**src/rtl/core/lfws_pkg.sv**
```systemverilog
// Shared types, constants and a helper function for the lane-follow wheel steering unit.
package lfws_pkg;

	localparam int SENS_W  = 12;
	localparam int SPEED_W = 8;
	localparam int TIME_W  = 32;
	localparam int TMO_W   = 16;
	localparam int CFG_W   = 16;
	localparam int CIDX_W  = 3;
	localparam int NUM_WHEELS = 4;

	// Register indexes of the configuration port.
	localparam logic [CIDX_W-1:0] REG_LEFT_THR   = 3'd0;
	localparam logic [CIDX_W-1:0] REG_CENTRE_THR = 3'd1;
	localparam logic [CIDX_W-1:0] REG_RIGHT_THR  = 3'd2;
	localparam logic [CIDX_W-1:0] REG_SPEED_LIM  = 3'd3;
	localparam logic [CIDX_W-1:0] REG_TIMEOUT    = 3'd4;
	localparam logic [CIDX_W-1:0] REG_TURN_GAIN  = 3'd5;

	// Reset values of the configuration registers.
	localparam logic [SENS_W-1:0]  THR_RESET       = 12'd2048;
	localparam logic [SPEED_W-1:0] SPEED_LIM_RESET = 8'd150;
	localparam logic [TMO_W-1:0]   TIMEOUT_RESET   = 16'd1000;
	localparam logic [SPEED_W-1:0] TURN_GAIN_RESET = 8'd192;

	// Speeds at or above this take part in a tank turn.
	localparam logic [SPEED_W-1:0] TANK_MIN_SPEED = 8'd100;

	typedef enum logic [2:0] {
		MODE_PASS   = 3'd0,
		MODE_WEAK   = 3'd1,
		MODE_STRONG = 3'd2,
		MODE_TANK   = 3'd3,
		MODE_STOP   = 3'd4
	} mode_t;

	// Per-item steering decision handed from the control stage to the wheel lanes.
	typedef struct packed {
		mode_t mode;
		logic  dir_left;
		logic  turn_left;
		logic  turn_right;
		logic  warning;
	} ctrl_t;

	function automatic logic [SPEED_W-1:0] sat_speed(input logic [10:0] v);
		logic [SPEED_W-1:0] r;
		r = (v > 11'd255) ? 8'd255 : v[SPEED_W-1:0];
		return r;
	endfunction

endpackage

```
**src/rtl/core/lfws_if.sv**
```systemverilog
// Valid/ready channel interfaces for the input and result items.
interface lfws_in_if;
	logic        valid;
	logic        ready;
	logic [11:0] sensor_left;
	logic [11:0] sensor_centre;
	logic [11:0] sensor_right;
	logic [7:0]  wheel_a_in;
	logic [7:0]  wheel_b_in;
	logic [7:0]  wheel_c_in;
	logic [7:0]  wheel_d_in;
	logic [31:0] now_ms;

	modport source (output valid, sensor_left, sensor_centre, sensor_right, wheel_a_in,
		wheel_b_in, wheel_c_in, wheel_d_in, now_ms, input ready);
	modport sink (input valid, sensor_left, sensor_centre, sensor_right, wheel_a_in,
		wheel_b_in, wheel_c_in, wheel_d_in, now_ms, output ready);
endinterface

interface lfws_out_if;
	logic       valid;
	logic       ready;
	logic [7:0] wheel_a_out;
	logic [7:0] wheel_b_out;
	logic [7:0] wheel_c_out;
	logic [7:0] wheel_d_out;
	logic       turning_left;
	logic       turning_right;
	logic       warning;

	modport source (output valid, wheel_a_out, wheel_b_out, wheel_c_out, wheel_d_out,
		turning_left, turning_right, warning, input ready);
	modport sink (input valid, wheel_a_out, wheel_b_out, wheel_c_out, wheel_d_out,
		turning_left, turning_right, warning, output ready);
endinterface

```
**src/rtl/core/lfws_ctrl.sv**
```systemverilog
// Mode selection, remembered-side state and lane-loss timeout.
module lfws_ctrl #(
	parameter int SENSOR_BITS = 12
) (
	input  logic                       clk,
	input  logic                       arst_n,
	input  logic                       accept,
	input  logic [lfws_pkg::SENS_W-1:0] sensor_left,
	input  logic [lfws_pkg::SENS_W-1:0] sensor_centre,
	input  logic [lfws_pkg::SENS_W-1:0] sensor_right,
	input  logic [lfws_pkg::TIME_W-1:0] now_ms,
	input  logic [lfws_pkg::SENS_W-1:0] left_thr,
	input  logic [lfws_pkg::SENS_W-1:0] centre_thr,
	input  logic [lfws_pkg::SENS_W-1:0] right_thr,
	input  logic [lfws_pkg::TMO_W-1:0]  timeout_ms,
	output lfws_pkg::ctrl_t            ctrl
);
	import lfws_pkg::*;

	localparam int SW = (SENSOR_BITS < SENS_W) ? SENSOR_BITS : SENS_W;
	localparam logic [SENS_W-1:0] SENS_MASK = SENS_W'((64'd1 << SW) - 64'd1);

	logic              seen_left_q, seen_right_q;
	logic              turn_left_q, turn_right_q, warning_q;
	logic [TIME_W-1:0] last_q;

	logic              l_on, c_on, r_on;
	logic              seen_left_d, seen_right_d;
	logic              turn_left_d, turn_right_d, warning_d;
	logic [TIME_W-1:0] last_d;
	logic [TIME_W-1:0] elapsed;
	logic              stop;
	mode_t             mode_d;

	assign l_on = (sensor_left & SENS_MASK) < (left_thr & SENS_MASK);
	assign c_on = (sensor_centre & SENS_MASK) < (centre_thr & SENS_MASK);
	assign r_on = (sensor_right & SENS_MASK) < (right_thr & SENS_MASK);

	always_comb begin
		seen_left_d  = seen_left_q;
		seen_right_d = seen_right_q;
		turn_left_d  = turn_left_q;
		turn_right_d = turn_right_q;
		warning_d    = warning_q;
		last_d       = last_q;
		stop         = 1'b0;
		mode_d       = MODE_PASS;
		priority if (c_on) begin
			warning_d = 1'b0;
			if (l_on && r_on) begin
				stop = 1'b1;
			end else begin
				mode_d       = (l_on || r_on) ? MODE_WEAK : MODE_PASS;
				seen_left_d  = l_on;
				seen_right_d = r_on;
				turn_left_d  = 1'b0;
				turn_right_d = 1'b0;
				last_d       = now_ms;
			end
		end else if (l_on || r_on) begin
			mode_d       = MODE_STRONG;
			warning_d    = 1'b0;
			seen_left_d  = l_on;
			seen_right_d = !l_on;
			turn_left_d  = l_on;
			turn_right_d = !l_on;
			last_d       = now_ms;
		end else if (seen_left_q || seen_right_q) begin
			mode_d       = MODE_TANK;
			turn_left_d  = seen_left_q;
			turn_right_d = !seen_left_q;
		end else begin
			warning_d = 1'b1;
		end

		// The timeout is measured against the sighting time as updated by this item.
		elapsed = now_ms - last_d;
		if (elapsed >= {{(TIME_W-TMO_W){1'b0}}, timeout_ms}) begin
			stop = 1'b1;
		end

		if (stop) begin
			mode_d       = MODE_STOP;
			turn_left_d  = 1'b0;
			turn_right_d = 1'b0;
			seen_left_d  = 1'b0;
			seen_right_d = 1'b0;
			warning_d    = 1'b1;
		end
	end

	always_ff @(posedge clk or negedge arst_n) begin
		if (!arst_n) begin
			seen_left_q  <= 1'b0;
			seen_right_q <= 1'b0;
			turn_left_q  <= 1'b0;
			turn_right_q <= 1'b0;
			warning_q    <= 1'b0;
			last_q       <= '0;
		end else if (accept) begin
			seen_left_q  <= seen_left_d;
			seen_right_q <= seen_right_d;
			turn_left_q  <= turn_left_d;
			turn_right_q <= turn_right_d;
			warning_q    <= warning_d;
			last_q       <= last_d;
		end
	end

	always_comb begin
		ctrl.mode       = mode_d;
		ctrl.dir_left   = l_on;
		ctrl.turn_left  = turn_left_d;
		ctrl.turn_right = turn_right_d;
		ctrl.warning    = warning_d;
	end

endmodule

```
**src/rtl/core/lfws_lane.sv**
```systemverilog
// One wheel lane: applies the selected steering adjustment to a single wheel speed.
module lfws_lane #(
	parameter int WEAK_FACTOR  = 2,
	parameter int WEAK_DIVISOR = 4,
	parameter int HARD_DIVISOR = 2
) (
	input  logic [lfws_pkg::SPEED_W-1:0] speed,
	input  lfws_pkg::mode_t              mode,
	input  logic                         up,
	input  logic [lfws_pkg::SPEED_W-1:0] fast_speed,
	input  logic [lfws_pkg::SPEED_W-1:0] turn_gain,
	output logic [lfws_pkg::SPEED_W-1:0] result
);
	import lfws_pkg::*;

	// Division by a constant is a multiply by a rounded-up reciprocal and a shift;
	// with 16 fraction bits it is exact for every 8-bit speed and divisor up to 64.
	localparam int RECIP_SH = 16;
	localparam int RECIP_W  = RECIP_SH + 1;
	localparam int PROD_W   = RECIP_W + SPEED_W;
	localparam logic [RECIP_W-1:0] FACTOR_RECIP =
		RECIP_W'(((1 << RECIP_SH) + WEAK_FACTOR - 1) / WEAK_FACTOR);
	localparam logic [RECIP_W-1:0] WEAK_RECIP =
		RECIP_W'(((1 << RECIP_SH) + WEAK_DIVISOR - 1) / WEAK_DIVISOR);
	localparam logic [RECIP_W-1:0] HARD_RECIP =
		RECIP_W'(((1 << RECIP_SH) + HARD_DIVISOR - 1) / HARD_DIVISOR);

	logic [PROD_W-1:0]    fdiv_prod, weak_prod, hard_prod;
	logic [SPEED_W-1:0]   fdiv_q, weak_part, hard_part;
	logic [10:0]          fmul;
	logic [10:0]          weak_up, hard_up;
	logic [2*SPEED_W-1:0] gain_prod;
	logic                 fast;
	logic [SPEED_W-1:0]   weak_res, strong_res, tank_res;

	assign fast = speed > fast_speed;

	assign fdiv_prod = PROD_W'(speed) * PROD_W'(FACTOR_RECIP);
	assign weak_prod = PROD_W'(speed) * PROD_W'(WEAK_RECIP);
	assign hard_prod = PROD_W'(speed) * PROD_W'(HARD_RECIP);
	assign fdiv_q    = fdiv_prod[RECIP_SH +: SPEED_W];
	assign weak_part = weak_prod[RECIP_SH +: SPEED_W];
	assign hard_part = hard_prod[RECIP_SH +: SPEED_W];

	assign fmul    = 11'(speed) * 11'(WEAK_FACTOR);
	assign weak_up = 11'(speed) + 11'(weak_part);
	assign hard_up = 11'(speed) + 11'(hard_part);

	assign gain_prod = {{SPEED_W{1'b0}}, speed} * {{SPEED_W{1'b0}}, turn_gain};

	always_comb begin
		if (fast) begin
			weak_res = up ? sat_speed(fmul) : fdiv_q;
		end else begin
			weak_res = up ? sat_speed(weak_up) : speed - weak_part;
		end
		if (fast) begin
			strong_res = speed;
		end else begin
			strong_res = up ? sat_speed(hard_up) : speed - hard_part;
		end
		tank_res = (speed >= TANK_MIN_SPEED) ? gain_prod[SPEED_W +: SPEED_W] : speed;
	end

	always_comb begin
		unique case (mode)
			MODE_PASS:   result = speed;
			MODE_WEAK:   result = weak_res;
			MODE_STRONG: result = strong_res;
			MODE_TANK:   result = tank_res;
			MODE_STOP:   result = '0;
			default:     result = speed;
		endcase
	end

endmodule

```
**src/rtl/core/lane_follow_wheel_steering_unit.sv**
```systemverilog
// Top level of the lane-follow wheel steering unit: config registers, control stage, lanes.
// The unit accepts one item per clock cycle while the output is not stalled, and passes
// each result through the stage-one and output registers. The first stage compares the
// three line sensors against their thresholds, picks the steering mode, checks the
// lane-loss timeout and updates the remembered side and the last sighting time in the
// cycle the item is accepted; the second stage runs four wheel lanes side by side, each
// applying the chosen adjustment to one wheel, and merges their speeds with the turn and
// warning flags into the output register. A stalled output holds its item; the input keeps
// accepting until both stages are full. The user must write the configuration registers
// through the write port only while no item is in flight; the block does not enforce this.
module lane_follow_wheel_steering_unit #(
	parameter int WEAK_FACTOR  = 2,
	parameter int WEAK_DIVISOR = 4,
	parameter int HARD_DIVISOR = 2,
	parameter int SENSOR_BITS  = 12
) (
	input  logic                         clk,
	input  logic                         arst_n,
	lfws_in_if.sink                      in_ch,
	lfws_out_if.source                   out_ch,
	input  logic                         cfg_we,
	input  logic [lfws_pkg::CIDX_W-1:0]  cfg_index,
	input  logic [lfws_pkg::CFG_W-1:0]   cfg_data
);
	import lfws_pkg::*;

	logic [SENS_W-1:0]  left_thr_q, centre_thr_q, right_thr_q;
	logic [SPEED_W-1:0] fast_speed_q, turn_gain_q;
	logic [TMO_W-1:0]   timeout_q;

	logic               accept;
	logic               adv;
	ctrl_t              ctrl;
	ctrl_t              ctrl_s1;
	logic               valid_s1;
	logic [SPEED_W-1:0] wheel_s1 [NUM_WHEELS];
	logic [SPEED_W-1:0] lane_res [NUM_WHEELS];
	logic [SPEED_W-1:0] wheel_q  [NUM_WHEELS];
	logic               turn_left_q, turn_right_q, warning_q;
	logic               out_valid_q;

	always_ff @(posedge clk or negedge arst_n) begin
		if (!arst_n) begin
			left_thr_q    <= THR_RESET;
			centre_thr_q  <= THR_RESET;
			right_thr_q   <= THR_RESET;
			fast_speed_q  <= SPEED_LIM_RESET;
			timeout_q     <= TIMEOUT_RESET;
			turn_gain_q   <= TURN_GAIN_RESET;
		end else if (cfg_we) begin
			unique case (cfg_index)
				REG_LEFT_THR:   left_thr_q    <= cfg_data[SENS_W-1:0];
				REG_CENTRE_THR: centre_thr_q  <= cfg_data[SENS_W-1:0];
				REG_RIGHT_THR:  right_thr_q   <= cfg_data[SENS_W-1:0];
				REG_SPEED_LIM:  fast_speed_q  <= cfg_data[SPEED_W-1:0];
				REG_TIMEOUT:    timeout_q     <= cfg_data[TMO_W-1:0];
				REG_TURN_GAIN:  turn_gain_q   <= cfg_data[SPEED_W-1:0];
				default: ;
			endcase
		end
	end

	// The second stage moves whenever the output register is empty or being drained.
	assign adv          = !out_valid_q || out_ch.ready;
	assign in_ch.ready  = !valid_s1 || adv;
	assign accept       = in_ch.valid && in_ch.ready;

	lfws_ctrl #(
		.SENSOR_BITS(SENSOR_BITS)
	) u_ctrl (
		.clk          (clk),
		.arst_n       (arst_n),
		.accept       (accept),
		.sensor_left  (in_ch.sensor_left),
		.sensor_centre(in_ch.sensor_centre),
		.sensor_right (in_ch.sensor_right),
		.now_ms       (in_ch.now_ms),
		.left_thr     (left_thr_q),
		.centre_thr   (centre_thr_q),
		.right_thr    (right_thr_q),
		.timeout_ms   (timeout_q),
		.ctrl         (ctrl)
	);

	always_ff @(posedge clk or negedge arst_n) begin
		if (!arst_n) begin
			valid_s1 <= 1'b0;
		end else if (in_ch.ready) begin
			valid_s1 <= in_ch.valid;
		end
	end

	always_ff @(posedge clk) begin
		if (accept) begin
			ctrl_s1     <= ctrl;
			wheel_s1[0] <= in_ch.wheel_a_in;
			wheel_s1[1] <= in_ch.wheel_b_in;
			wheel_s1[2] <= in_ch.wheel_c_in;
			wheel_s1[3] <= in_ch.wheel_d_in;
		end
	end

	// Wheels a and c sit on the left, b and d on the right; with the lane on the
	// left the left wheels slow down and the right wheels speed up.
	for (genvar i = 0; i < NUM_WHEELS; i++) begin : g_lane
		lfws_lane #(
			.WEAK_FACTOR (WEAK_FACTOR),
			.WEAK_DIVISOR(WEAK_DIVISOR),
			.HARD_DIVISOR(HARD_DIVISOR)
		) u_lane (
			.speed      (wheel_s1[i]),
			.mode       (ctrl_s1.mode),
			.up         ((i % 2 == 1) ? ctrl_s1.dir_left : !ctrl_s1.dir_left),
			.fast_speed (fast_speed_q),
			.turn_gain  (turn_gain_q),
			.result     (lane_res[i])
		);
	end

	always_ff @(posedge clk or negedge arst_n) begin
		if (!arst_n) begin
			out_valid_q <= 1'b0;
		end else if (adv) begin
			out_valid_q <= valid_s1;
		end
	end

	always_ff @(posedge clk) begin
		if (adv && valid_s1) begin
			wheel_q      <= lane_res;
			turn_left_q  <= ctrl_s1.turn_left;
			turn_right_q <= ctrl_s1.turn_right;
			warning_q    <= ctrl_s1.warning;
		end
	end

	assign out_ch.valid         = out_valid_q;
	assign out_ch.wheel_a_out   = wheel_q[0];
	assign out_ch.wheel_b_out   = wheel_q[1];
	assign out_ch.wheel_c_out   = wheel_q[2];
	assign out_ch.wheel_d_out   = wheel_q[3];
	assign out_ch.turning_left  = turn_left_q;
	assign out_ch.turning_right = turn_right_q;
	assign out_ch.warning       = warning_q;

endmodule

```
**src/flat_wrapper.sv**
```systemverilog
// flat-port wrapper written by rule: the top's interface ports become plain ports
module lane_follow_wheel_steering_unit_flat import lfws_pkg::*;
#(
	parameter int WEAK_FACTOR  = 2,
	parameter int WEAK_DIVISOR = 4,
	parameter int HARD_DIVISOR = 2,
	parameter int SENSOR_BITS  = 12
)
  (clk, arst_n, cfg_we, cfg_index, cfg_data, in_ch_valid, in_ch_sensor_left, in_ch_sensor_centre, in_ch_sensor_right, in_ch_wheel_a_in, in_ch_wheel_b_in, in_ch_wheel_c_in, in_ch_wheel_d_in, in_ch_now_ms, in_ch_ready, out_ch_valid, out_ch_wheel_a_out, out_ch_wheel_b_out, out_ch_wheel_c_out, out_ch_wheel_d_out, out_ch_turning_left, out_ch_turning_right, out_ch_warning, out_ch_ready);
  lfws_in_if in_ch_i ();
  lfws_out_if out_ch_i ();
  input  logic clk;
  input  logic arst_n;
  input  logic cfg_we;
  input  logic [lfws_pkg::CIDX_W-1:0] cfg_index;
  input  logic [lfws_pkg::CFG_W-1:0] cfg_data;
  input wire logic [$bits(in_ch_i.valid)-1:0] in_ch_valid;
  input wire logic [$bits(in_ch_i.sensor_left)-1:0] in_ch_sensor_left;
  input wire logic [$bits(in_ch_i.sensor_centre)-1:0] in_ch_sensor_centre;
  input wire logic [$bits(in_ch_i.sensor_right)-1:0] in_ch_sensor_right;
  input wire logic [$bits(in_ch_i.wheel_a_in)-1:0] in_ch_wheel_a_in;
  input wire logic [$bits(in_ch_i.wheel_b_in)-1:0] in_ch_wheel_b_in;
  input wire logic [$bits(in_ch_i.wheel_c_in)-1:0] in_ch_wheel_c_in;
  input wire logic [$bits(in_ch_i.wheel_d_in)-1:0] in_ch_wheel_d_in;
  input wire logic [$bits(in_ch_i.now_ms)-1:0] in_ch_now_ms;
  output wire logic [$bits(in_ch_i.ready)-1:0] in_ch_ready;
  output wire logic [$bits(out_ch_i.valid)-1:0] out_ch_valid;
  output wire logic [$bits(out_ch_i.wheel_a_out)-1:0] out_ch_wheel_a_out;
  output wire logic [$bits(out_ch_i.wheel_b_out)-1:0] out_ch_wheel_b_out;
  output wire logic [$bits(out_ch_i.wheel_c_out)-1:0] out_ch_wheel_c_out;
  output wire logic [$bits(out_ch_i.wheel_d_out)-1:0] out_ch_wheel_d_out;
  output wire logic [$bits(out_ch_i.turning_left)-1:0] out_ch_turning_left;
  output wire logic [$bits(out_ch_i.turning_right)-1:0] out_ch_turning_right;
  output wire logic [$bits(out_ch_i.warning)-1:0] out_ch_warning;
  input wire logic [$bits(out_ch_i.ready)-1:0] out_ch_ready;
  assign in_ch_i.valid = in_ch_valid;
  assign in_ch_i.sensor_left = in_ch_sensor_left;
  assign in_ch_i.sensor_centre = in_ch_sensor_centre;
  assign in_ch_i.sensor_right = in_ch_sensor_right;
  assign in_ch_i.wheel_a_in = in_ch_wheel_a_in;
  assign in_ch_i.wheel_b_in = in_ch_wheel_b_in;
  assign in_ch_i.wheel_c_in = in_ch_wheel_c_in;
  assign in_ch_i.wheel_d_in = in_ch_wheel_d_in;
  assign in_ch_i.now_ms = in_ch_now_ms;
  assign in_ch_ready = in_ch_i.ready;
  assign out_ch_valid = out_ch_i.valid;
  assign out_ch_wheel_a_out = out_ch_i.wheel_a_out;
  assign out_ch_wheel_b_out = out_ch_i.wheel_b_out;
  assign out_ch_wheel_c_out = out_ch_i.wheel_c_out;
  assign out_ch_wheel_d_out = out_ch_i.wheel_d_out;
  assign out_ch_turning_left = out_ch_i.turning_left;
  assign out_ch_turning_right = out_ch_i.turning_right;
  assign out_ch_warning = out_ch_i.warning;
  assign out_ch_i.ready = out_ch_ready;
  lane_follow_wheel_steering_unit #(.WEAK_FACTOR(WEAK_FACTOR), .WEAK_DIVISOR(WEAK_DIVISOR), .HARD_DIVISOR(HARD_DIVISOR), .SENSOR_BITS(SENSOR_BITS)) u_core (.clk(clk), .arst_n(arst_n), .in_ch(in_ch_i), .out_ch(out_ch_i), .cfg_we(cfg_we), .cfg_index(cfg_index), .cfg_data(cfg_data));
endmodule
```
**config.mk**
```make
export PLATFORM = sky130hd
export DESIGN_NAME = lane_follow_wheel_steering_unit_flat
export DESIGN_NICKNAME = d
export VERILOG_FILES = /design/src/rtl/core/lfws_pkg.sv /design/src/rtl/core/lfws_if.sv /design/src/rtl/core/lfws_ctrl.sv /design/src/rtl/core/lfws_lane.sv /design/src/rtl/core/lane_follow_wheel_steering_unit.sv /design/src/flat_wrapper.sv
export SDC_FILE = /design/constraint.sdc
export NUM_CORES = 1
export LEC_CHECK = 0
export BUFFER_PORTS_ARGS = -buffer_cell sky130_fd_sc_hd__buf_4
export CAP_MARGIN = 20
export CORE_ASPECT_RATIO = 1.75
export CORE_MARGIN = 4
export CORE_UTILIZATION = 60
export CTS_BUF_LIST = sky130_fd_sc_hd__clkbuf_8
export CTS_CLUSTER_SIZE = 16
export DETAILED_ROUTE_END_ITERATION = 8
export PLACE_DENSITY = 0.79
export SYNTH_ARGS = -nofsm -noshare
export SYNTH_HDL_FRONTEND = slang
export SYNTH_HIERARCHICAL = 1
export SYNTH_SLANG_ARGS = --single-unit
```
**constraint.sdc**
```tcl
create_clock -name clk -period 14.1 [get_ports clk]
set_input_delay 4.23 -clock clk [delete_from_list [all_inputs] [get_ports clk]]
set_output_delay 4.23 -clock clk [all_outputs]
set_load 0.02 [all_outputs]
```
==> results by group <==
Setup path
  – Worst path max stage delay: 0.73 ns
  – Critical path's slowest cell: nor3b_1
  – Reg2reg setup slack: 6.27 ns
  – CP Max Fanout: 34
  – Worst Setup SP: in_ch_sensor_left[2]
  – Worst endpoint data arrival time: 11.67 ns
  – Type of the worst setup path: primary input to flop
  – Setup crit end kind: flop
  – Reg2reg start: u_core/left_thr_q[2]
  – Reg2Reg Depth: 30
  – CP Launch Type: primary input
  – Critical Path RT: 14.52 ns

Logic synthesis
  – Post-Syn Nets: 3659
  – Synthesis Warnings: 6
  – Distinct cells, synth: 126
  – Area leader, netlist: ha_1
  – Synth Flop Type: dfrtp_1
  – Yosys reg bits: 181
  – Ranking of synthesized cells by area: ha_1, fa_1, dfrtp_1
  – EDFF count, synth: 74
  – Sequential fraction of the synthesis area: 0.185
  – Fraction of registers with async set/reset: 0.591
  – Mapped Area: 0.0266 mm2
  – Share of the synthesized area in the top cell type: 0.179
  – Post-synthesis cell count: 2998
  – Syn Area/Cell: 8.88 um2

GRT
  – Largest net degree at the start of global routing: 76
  – Vias in the first global route: 24900
  – GRT Resource Usage Total: 0.316
  – Remaining Overflow, GRT: 0
  – First-pass GRT wire length: 124000 um
  – Initial antenna violation count: 1

Clock network
  – Post CTS Setup Buffer Count: 0
  – # clock sinks: 181
  – Worst-skew pair later-pin latency: 0.53 ns
  – Hold buffer count at cts: 0
  – TritonCTS clock tree: yes
  – # H-tree levels: 4
  – CTS Buffer Depth: 2
  – Clock buffer count from CTS: 17
  – CTS clk-pin slew, worst paths: 0.12 ns
  – Root Driver: clkbuf_8
  – Post-CTS sizing: 0

STA
  – Final clock skew: 0.0294 ns
  – Crit share post-route: 0.798
  – Slew margin rel.: 0.374
  – Worst Tran Pin Value: 0.933 ns
  – Crit path time final: 11.25 ns
  – Fin. max-slew vios: 0
  – Fin. Hold Viols: 0
  – Final worst-path setup slack: 2.85 ns
  – Fmax achieved: 0.0889 GHz
  – RSZ-0062 raised after global routing: false
  – Final setup vio count: 0
  – Setup TNS: 0 ns

Worst hold path
  – Worst Hold Class: flop to flop
  – Hold Crit Start: u_core/ctrl_s1[2]
  – Worst hold path depth: 0

Power
  – Power, Total: 4.22 mW
  – Cell Pwr Density: 146 mW/mm2
  – Leak Pwr: 13.5 nW
  – Largest vdd supply drop: 0.0964 mV

Placement
  – Pre-CTS setup slack: 2.52 ns
  – Port Buffers: 160
  – RD Place Congestion: 0.976
  – Post-DP HPWL: 58400 um

Routing
  – Total Wirelength: 77000 um
  – Final ANT Viol Nets: 0
  – Initial DRT Pass Iterations: 6
  – Wire length on met3: 3990 um
  – Top sig layer: met4
  – Post-route DRC violation count: 0
  – Vias: 23600
  – Via density: 6.40
  – Met1 wire length: 27800 um
  – Avg WL per Cell: 20.9 um
  – Met2 Routed Length: 40100 um
  – Iter 0 DRT Violations: 1689

Outcome
  – Status: finished clean

Floorplanning
  – Rows: 101
  – Core Area: 0.0436 mm2
  – Initial Util: 0.611
  – Die X: 167 um
  – Die area: 0.0479 mm2
  – Ports: 161
  – Die span in y: 287 um

Final layout
  – Fraction of layout cells with a size suffix above 1: 0.128
  – Area of all sequential standard cells: 0.00492 mm2
  – # fillers: 3664
  – Area delta synth->final: 8.20%
  – Final #Nets: 3771
  – Area of the multi-input gates: 0.0199 mm2

Flow run
  – Max cap viols: 0
==> cell type report <==
class	count	share of cell area
multi-input combinational	2358	0.690
sequential	181	0.171
timing repair buffer	204	0.0536
inverter	348	0.0453
tap	566	0.0246
clock buffer	17	0.00812
clock inverter	15	0.00712
antenna	1	0.0000869
==> layer usage <==
layer / vias up / global-route usage
met5: - / 0
met4: 0 / 0.199
met3: 340 / 0.0434
met2: 987 / 0.582
met1: 11400 / 0.338
li1: 10900 / -
==> cells by family after synthesis <==
logic type                 Yosys count  synth area share
adders and majority gates          537             0.297
and+or+nand+nor                    863             0.174
AOI/OAI and AO/OA                  767             0.204
xor gates and xnor gates            73            0.0240
buffers and inverters              459            0.0691
muxes                              118            0.0478
DFF                                181             0.185
==> placed cells by master, fill, tap and decap left out, types with 45 or more instances in the layout <==
master	synthesis	routed
ha_1	380	380
inv_1	345	344
buf_4	10	203
and2_1	193	191
a21oi_1	185	185
nor2_1	182	182
nand2_1	163	163
fa_1	157	157
o21ai_0	129	129
dfrtp_1	92	92
edfxtp_1	74	74
mux2_2	64	64
nor3_1	48	48
nor2b_1	46	46
xnor2_1	45	45
==> through the flow <==
step	hold WS [ns]	cell area, um2	utilization	std cells
after global placement	0.416	28300	0.650	3656
after CTS	0.454	28800	0.660	3688
after floorplan	0.400	26600	-	2998
final	0.444	28800	0.661	3690
after detailed placement	0.407	28300	0.650	3656
after global routing	0.466	28800	0.661	3690
==> power breakdown <==
group          switching, mW  internal [mW]
sequential            0.0859          0.646
combinational           1.80           1.28
clock                  0.253          0.156
total                   2.14           2.08
==> cell usage after synthesis (all sizes together) (28+ instances only) <==
master / count
nor2: 183
o21a: 39
dfrtp: 92
nand2: 165
clkbuf: 75
nor3: 51
a21o: 35
and2: 201
nor2b: 46
mux2: 74
ha: 380
mux2i: 44
nand3: 43
xnor2: 45
o21ai: 137
a211oi: 35
inv: 345
buf: 36
fa: 157
xor2: 28
edfxtp: 74
nand2b: 42
o211ai: 35
a21oi: 190
a31oi: 30
==> path summary, 6_finish.rpt <==
kind | endpoint
worst min-delay path | u_core/out_ch.turning_left
worst min register to register | u_core/out_ch.turning_left
worst max-delay path | u_core/u_ctrl/turn_right_q
worst max register to register | u_core/u_ctrl/turn_right_q
max in group asynchronous | u_core/turn_gain_q[5]
min in group asynchronous | u_core/u_ctrl/last_q[29]
==> critical path, delay by kind of cell <==
family          cells  cell delay [ns]
xor+xnor            1             0.09
buf+inv             3             0.72
mux                 2             0.49
fa+ha+maj           4             1.13
simple gates        6             1.71
compound gates     14             3.27
==> registers in the layout (all words and copies together), names as in the netlist, 7 cells and up <==
name and count:
u_core/fast_speed_q 8, u_core/wheel_s1 32, u_core/turn_gain_q 8, u_core/right_thr_q 12
u_core/out_ch.wheel_d_out 8, u_core/left_thr_q 12, u_core/timeout_q 16, u_core/out_ch.wheel_b_out 8
u_core/centre_thr_q 12, u_core/u_ctrl/last_q 32, u_core/ctrl_s1 7, u_core/out_ch.wheel_a_out 8
u_core/out_ch.wheel_c_out 8
(Power assumes the default switching activity.)
